===== config.mk =====
export PLATFORM = sky130hd
export DESIGN_NAME = isrw_ctrl
export DESIGN_NICKNAME = d
export VERILOG_FILES = /design/src/hw/rtl/idle_spin_rate_watchdog_assert.svh /design/src/hw/rtl/isrw_pkg.sv /design/src/hw/rtl/isrw_ctrl.sv
export SDC_FILE = /design/constraint.sdc
export NUM_CORES = 1
export LEC_CHECK = 0
export BUFFER_PORTS_ARGS = -buffer_cell sky130_fd_sc_hd__buf_2
export CORE_AREA = 2 2 39 41
export CTS_BUF_LIST = sky130_fd_sc_hd__clkbuf_8
export CTS_CLUSTER_SIZE = 40
export DETAILED_ROUTE_END_ITERATION = 10
export DIE_AREA = 0 0 41 43
export HOLD_SLACK_MARGIN = 0.05
export PLACE_DENSITY = 0.73
export SYNTH_ARGS = -nofsm -noshare
export SYNTH_HDL_FRONTEND = slang
export SYNTH_SLANG_ARGS = --single-unit

===== constraint.sdc =====
create_clock -name clk -period 1.5 [get_ports clk]
set_input_delay 0.3 -clock clk [delete_from_list [all_inputs] [get_ports clk]]
set_output_delay 0.3 -clock clk [all_outputs]
set_load 0.005 [all_outputs]

===== src/hw/rtl/idle_spin_rate_watchdog_assert.svh =====
// Assertion macros used by the watchdog top level.
`ifndef IDLE_SPIN_RATE_WATCHDOG_ASSERT_SVH
`define IDLE_SPIN_RATE_WATCHDOG_ASSERT_SVH

// Same-cycle implication, checked outside reset.
`define ISRW_ASSERT_IMP(label, ant, con) \
    label: assert property (@(posedge clk) disable iff (!rst_n) (ant) |-> (con)) \
        else $error("assertion failed");

// Next-cycle implication, checked outside reset.
`define ISRW_ASSERT_NXT(label, ant, con) \
    label: assert property (@(posedge clk) disable iff (!rst_n) (ant) |=> (con)) \
        else $error("assertion failed");

`endif


===== src/hw/rtl/isrw_pkg.sv =====
// Package: types, constants and control codes of the idle-spin rate watchdog.
`timescale 1ns / 1ps
package isrw_pkg;

    localparam int Depth  = 64;
    localparam int AddrW  = $clog2(Depth);
    localparam int CountW = AddrW + 1;
    localparam int QuotW  = 18;
    localparam int DenW   = 52;
    localparam int NumW   = DenW + QuotW;
    localparam int CfgW   = 22;
    localparam int IdxW   = 3;

    // Configuration register indexes.
    localparam logic [IdxW-1:0] RegEnabled  = 3'd0;
    localparam logic [IdxW-1:0] RegWindow   = 3'd1;
    localparam logic [IdxW-1:0] RegRepeat   = 3'd2;
    localparam logic [IdxW-1:0] RegMinCores = 3'd3;
    localparam logic [IdxW-1:0] RegTps      = 3'd4;

    typedef struct packed {
        logic [31:0] time_ms;
        logic [63:0] cum_ticks;
        logic        idle;
    } in_beat_t;

    typedef struct packed {
        logic        report;
        logic        spinning;
        logic [15:0] cores_q8;
        logic [31:0] spin_start_ms;
        logic [31:0] report_count;
    } out_beat_t;

    typedef enum logic [3:0] {
        ST_IDLE,
        ST_CLASS,
        ST_POP_RD,
        ST_POP_CHK,
        ST_BASE_RD,
        ST_BASE_CHK,
        ST_RATE,
        ST_DIV,
        ST_FIN,
        ST_EMIT
    } state_t;

    typedef struct packed {
        logic cap;
        logic push;
        logic clear_push;
        logic rd_en;
        logic rd_base;
        logic pop;
        logic base_calc;
        logic div_start;
        logic clr_rate;
        logic finish;
        logic emit;
    } cmd_t;

    typedef struct packed {
        logic enabled;
        logic restart;
        logic cnt_ge2;
        logic pop_ok;
        logic covered;
        logic sat;
        logic div_done;
        logic out_free;
    } status_t;

endpackage


===== src/hw/rtl/isrw_ctrl.sv =====
// Controller state machine of the watchdog: sequences one sample at a time.
`timescale 1ns / 1ps
module isrw_ctrl (
    input  logic              clk,
    input  logic              rst_n,
    input  logic              in_valid,
    output logic              in_stall,
    input  isrw_pkg::status_t stat,
    output isrw_pkg::cmd_t    cmd
);

    isrw_pkg::state_t state_reg, state_next;

    always_ff @(posedge clk or negedge rst_n)
    begin
        if (!rst_n)
        begin
            state_reg <= isrw_pkg::ST_IDLE;
        end
        else
        begin
            state_reg <= state_next;
        end
    end

    assign in_stall = (state_reg != isrw_pkg::ST_IDLE);

    // Next state and datapath commands.
    always_comb
    begin
        state_next = state_reg;
        cmd        = '0;
        case (state_reg)
            isrw_pkg::ST_IDLE:
            begin
                if (in_valid)
                begin
                    cmd.cap    = 1'b1;
                    state_next = isrw_pkg::ST_CLASS;
                end
            end
            isrw_pkg::ST_CLASS:
            begin
                if (!stat.enabled)
                begin
                    state_next = isrw_pkg::ST_EMIT;
                end
                else if (stat.restart)
                begin
                    cmd.clear_push = 1'b1;
                    cmd.clr_rate   = 1'b1;
                    state_next     = isrw_pkg::ST_EMIT;
                end
                else
                begin
                    cmd.push   = 1'b1;
                    state_next = isrw_pkg::ST_POP_RD;
                end
            end
            isrw_pkg::ST_POP_RD:
            begin
                if (stat.cnt_ge2)
                begin
                    cmd.rd_en  = 1'b1;
                    state_next = isrw_pkg::ST_POP_CHK;
                end
                else
                begin
                    state_next = isrw_pkg::ST_BASE_RD;
                end
            end
            isrw_pkg::ST_POP_CHK:
            begin
                if (stat.pop_ok)
                begin
                    cmd.pop    = 1'b1;
                    state_next = isrw_pkg::ST_POP_RD;
                end
                else
                begin
                    state_next = isrw_pkg::ST_BASE_RD;
                end
            end
            isrw_pkg::ST_BASE_RD:
            begin
                cmd.rd_en   = 1'b1;
                cmd.rd_base = 1'b1;
                state_next  = isrw_pkg::ST_BASE_CHK;
            end
            isrw_pkg::ST_BASE_CHK:
            begin
                cmd.base_calc = 1'b1;
                state_next    = isrw_pkg::ST_RATE;
            end
            isrw_pkg::ST_RATE:
            begin
                if (!stat.covered)
                begin
                    cmd.clr_rate = 1'b1;
                    state_next   = isrw_pkg::ST_EMIT;
                end
                else if (stat.sat)
                begin
                    state_next = isrw_pkg::ST_FIN;
                end
                else
                begin
                    cmd.div_start = 1'b1;
                    state_next    = isrw_pkg::ST_DIV;
                end
            end
            isrw_pkg::ST_DIV:
            begin
                if (stat.div_done)
                begin
                    state_next = isrw_pkg::ST_FIN;
                end
            end
            isrw_pkg::ST_FIN:
            begin
                cmd.finish = 1'b1;
                state_next = isrw_pkg::ST_EMIT;
            end
            isrw_pkg::ST_EMIT:
            begin
                if (stat.out_free)
                begin
                    cmd.emit   = 1'b1;
                    state_next = isrw_pkg::ST_IDLE;
                end
            end
            default:
            begin
                state_next = isrw_pkg::ST_IDLE;
            end
        endcase
    end

endmodule


==> out/metrics.cfg, run 1 <==
[outcome]
outcome=finished, violations left
violations=setup timing

[run]
cap_violations=0

[logic_synthesis]
postSynth.asyncResetShare_pct=100
ys_seq_area_share_pct=19.6
synth_fp_nets=72
syn_avg_cell_area_sq_um=8.37
synth-edff-count=0
yosys_warnings=0
synth_area_sq_um=510
synth-seq-cells=4
ys_types=32
postSynthCellCount=61
synth_flop_cell=dfrtp_1

[critical_path]
cp_num_cells=4
cp.arrival_ns=1.31
critPathRequiredTime_ns=1.20
worstPathMaxFanout=4
startpoint_type=flop
startpoint=state_reg[1]
crit_buf_inv=2
cp-endpoint=cmd[7]
worst-r2r-setup-slack_ns=0.02
reg2reg_from=state_reg[2]
cpPeakStageDelay_ns=0.42
path_cells=buf_4 -> nand2b_4 -> a211oi_4 -> buf_2
slowest_stage=dfrtp_2
critPathTopFamily=flip-flops
timing.rr.end=state_reg[1]
reg2regPathDepth=7
crit_type=reg -> out
end_kind=primary output

[sta]
slew_headroom_pct=76.6
rsz0062_at_grt=yes
finalCriticalPeriod_ns=1.61
final-hold-violation-count=0
clock_skew_ns=0.000940
fmax_mhz=621
setup_viol=10
fin_ws_ns=-0.111
period_share_pct=107
slew_viol_final=0
hold_ws_ns=0.330
worstMarginPinSlew_ns=0.350

[power_and_ir_drop]
ir_drop_mv=1.03
share_comb_of_total_power_pct=71.6
leakagePower_uw=0.000480
switching_power_uw=674
p_clk_share_pct=13.3
intPower_uw=994
p_seq_share_pct=15.1
p_sw_share_pct=40.4
powerDensity_nw_per_um2=1730

[clock_network]
cts_max_path_buffers=2
clk_latency_ns=0.21
h-tree-depth=1
cts_tree=done
cts_buffers=3
clk_pin_slew_ns=0.03
clkSinkCount=4
clock-root-buffer=clkbuf_8

[finish]
final_util_pct=69.5
final_cell_mix=22 x buf_4, 21 x buf_2, 4 x nor2_1, 4 x nor2b_1, 4 x dfrtp_2
area_growth_pct=88.5
largest_register_ff_count=4
n_fill_cell=106
nets=120
drive_gt1_share_pct=70.1
antenna_cells=0
mostFrequentLayoutCell=buf_4

[route]
drt-total-wl_mm=1.81
ant_nets=0
drc=0
vias_per_cell=5.29
drtPass1Iterations=4
vias=651
routedWlPerCell_um=14.7
drt_iter0_drc=16

[placement]
gp_congestion=0.711
dp_hpwl_um=992
port_buffers=22

[die]
num_rows=14
die_h_um=43
start_util_pct=36.9
die-area_sq_um=1760
coreArea_sq_um=1380
fp.dieW_um=41
io_pins=23

[hold_path]
hold_class=in -> reg
hp-start=stat[0]

[grt]
antenna_found_initial=0
grt_overflow=0
grt_usage_pct=22.0
first_global_vias=586
grt_max_degree=9
grt_pass1_wl_mm=2.65

-- through the flow --
stage               cell area, sq um  total power [uW]  cells  TNS, ns  setup WS, ns
floorplan                        510               747     61        0         0.155
global placement                 673               965    104        0        0.0344
detailed placement               673               981    104        0       0.00311
CTS                              900              1550    119   -0.594        -0.156
global route                     962              1770    123    -1.28        -0.195
finish                           962              1670    123   -0.593        -0.111
-- synth_stat cells (all sizes together), types with 2 or more instances --
library cell | number | area [sq um]
and3 | 3 | 18.8
dfrtp | 4 | 100
nand2b | 6 | 37.5
buf | 4 | 35.0
o21ai | 5 | 28.8
nor2b | 5 | 31.3
nor3 | 3 | 20.0
a211oi | 2 | 32.5
nor2 | 6 | 22.5
nand2 | 5 | 18.8
a21oi | 3 | 15.0
-- cell families (layout without fill, tap and decap cells) --
kind of cell / after synthesis / after routing / synth area share, %
mux: 2 / 2 / 4.90
flops: 4 / 4 / 19.6
compound gates: 15 / 15 / 23.5
buf+inv: 5 / 51 / 7.60
simple gates: 35 / 35 / 44.4
-- worst min path at each step --
stage	to	slack, ns	cells after the start
global placement	state_reg[3]	0.11	1
finish	state_reg[3]	0.33	2
global route	state_reg[3]	0.33	2
floorplan	state_reg[0]	0.004	0
CTS	state_reg[3]	0.32	2
detailed placement	state_reg[1]	0.11	1
-- routing by layer --
metal | share of wire, % | track usage (%)
met1 | 42 | 28.8
met2 | 53 | 33.8
met3 | 3.6 | 3.14
met4 | 1.7 | 10.7
met5 | 0 | 0
-- layout make-up --
class	instances	area (sq um)	area share (%)
Sequential cell	4	105	10.9
Multi-Input combinational cell	52	478	49.7
Clock buffer	3	41.3	4.29
Timing Repair Buffer	47	314	32.6
Tap cell	16	20.0	2.08
Inverter	1	3.75	0.390
-- timing repair --
action / 4_1_cts / 5_1_grt
setup buffers: 11 / 4
hold endpoints to repair: 4 / 0
hold buffers: 1 / 0
gates resized for setup: 23 / 7
pin swaps: 5 / 7
endpoints found under the setup margin: 13 / 13
-- power by group through the flow --
| stage | combinational, uW | clock, uW | sequential [uW] |
|---|---|---|---|
| after global placement | 708 | 0 | 257 |
| final | 1190 | 222 | 251 |
| after detailed placement | 721 | 0 | 260 |
| after global routing | 1280 | 231 | 259 |
| after floorplan | 557 | 0 | 190 |
| after CTS | 1070 | 224 | 247 |
Power figures use the tool's default switching activity.
==> inputs of run 2 (changes only) <==
BUFFER_PORTS_ARGS = -buffer_cell sky130_fd_sc_hd__clkbuf_2   (was -buffer_cell sky130_fd_sc_hd__buf_2)
==> out/metrics.cfg, run 2 (synthesis gave the netlist of run 1 again) <==
[outcome]
violations=setup timing
outcome=finished, violations left

[critical_path]
end_kind=primary output
worstPathMaxFanout=12
crit_type=reg -> out
path_cells=buf_4 -> nand4bb_4 -> nor3b_4 -> clkbuf_2
slowest_stage=dfrtp_1
cp.arrival_ns=1.34
critPathRequiredTime_ns=1.20
cpPeakStageDelay_ns=0.38
startpoint_type=flop

[finish]
final_area_sq_um=910
multiInputGateArea_sq_um=448
final_cell_mix=18 x clkbuf_2, 17 x buf_4, 5 x nor2b_1
largest_register_ff_count=4
mostFrequentLayoutCell=clkbuf_2
nets=117
area_growth_pct=78.2
n_fill_cell=113
drive_gt1_share_pct=63.5
seq_area_sq_um=104
antenna_cells=0
layoutNonFillerInstCount=120

[route]
wl_met1_um=672
wl_met2_um=878
drt-total-wl_mm=1.62
drc=0
routed.top_layer=met3
drtPass1Iterations=4
ant_nets=0
vias=621
drt_iter0_drc=12
vias_per_cell=5.18
routedWlPerCell_um=13.5
wl_met3_um=65

[run]
cap_violations=0

[placement]
placed_cells=102
gp_congestion=0.730
port_buffers=22
place_area_sq_um=658
dp_hpwl_mm=1.01

[die]
coreArea_sq_um=1380
die_h_um=43
io_pins=23
num_rows=14
fp.dieW_um=41
die-area_sq_um=1760
start_util_pct=36.9

[sta]
period_share_pct=110
setup_viol=10
slew_headroom_pct=80.8
slew_viol_final=0
rsz0062_at_grt=yes
setup_tns_ns=-0.604
worstMarginPinSlew_ns=0.285
clock_skew_ns=0.000225
final-hold-violation-count=0
finalCriticalPeriod_ns=1.64
fin_ws_ns=-0.145
fmax_mhz=608

[power_and_ir_drop]
powerDensity_nw_per_um2=1760
leakagePower_uw=0.000451
switching_power_uw=624
ir_drop_mv=1.35
share_comb_of_total_power_pct=70.9
p_seq_share_pct=15.2
intPower_uw=980
p_sw_share_pct=38.9
p_clk_share_pct=13.9

[grt]
first_global_vias=575
grt_max_degree=13
antenna_found_initial=0
grt_overflow=0
grt_pass1_wl_mm=2.46
grt_usage_pct=20.1

[clock_network]
clock-root-buffer=clkbuf_8
clk_latency_ns=0.21
cts_tree=done
cts_max_path_buffers=2
h-tree-depth=1
clk_pin_slew_ns=0.03
clkSinkCount=4
cts_buffers=3

[hold_path]
hold_class=in -> reg

## run 2: worst max-delay path: cells and delay by family (launching register included)
kind | cells | cell delay (ns)
flip-flops | 1 | 0.38
AND/OR/NAND/NOR | 2 | 0.38
buffers and inverters | 2 | 0.37
## run 2: layer usage
layer | GRT usage [%] | up-vias
met5 | 0 | -
met4 | 2.67 | 0
met3 | 6.28 | 0
met2 | 33.1 | 15
met1 | 25.2 | 298
li1 | - | 308
## run 2: power by group through the flow
stage	Combinational [uW]	Sequential (uW)	Clock [uW]
2_1_floorplan	557	190	0
3_3_place_gp	716	240	0
3_5_place_dp	732	240	0
4_1_cts	986	235	226
5_1_grt	1230	250	234
6_report	1140	244	223
## run 2: worst paths after layout
check                      slack, ns            to    startpoint  cells past startpoint
min                             0.32  state_reg[3]       stat[0]                      2
min in group asynchronous       0.44  state_reg[1]         rst_n                      2
max in group asynchronous       0.92  state_reg[2]         rst_n                      2
max reg2reg                    -0.02  state_reg[3]  state_reg[0]                      5
min reg2reg                     0.77  state_reg[0]  state_reg[0]                      3
max                            -0.14        cmd[3]  state_reg[1]                      4
## run 2: layout make-up
type	count	share of cell area (%)
inverter	1	0.413
sequential	4	11.4
multi-input combinational	52	49.2
tap	16	2.20
clock buffer	3	4.54
timing repair buffer	44	32.2
## run 2: repair_timing
action                                  CTS  global route
endpoints found under the hold margin     4             0
endpoints found under the setup margin   10            12
setup buffers                             9             7
pin swaps                                 1             5
gates resized for setup                  13            12
hold buffers                              1             0
## run 2: per-stage QoR
stage / power [uW] / hold slack, ns / setup slack, ns / utilization (%)
5_1_grt: 1710 / 0.319 / -0.187 / 65.7
3_5_place_dp: 972 / 0.116 / -0.0201 / 47.6
4_1_cts: 1450 / 0.314 / -0.118 / 60.5
3_3_place_gp: 956 / 0.112 / 0.00573 / 47.6
6_report: 1600 / 0.318 / -0.145 / 65.7
2_1_floorplan: 747 / 0.00441 / 0.155 / -
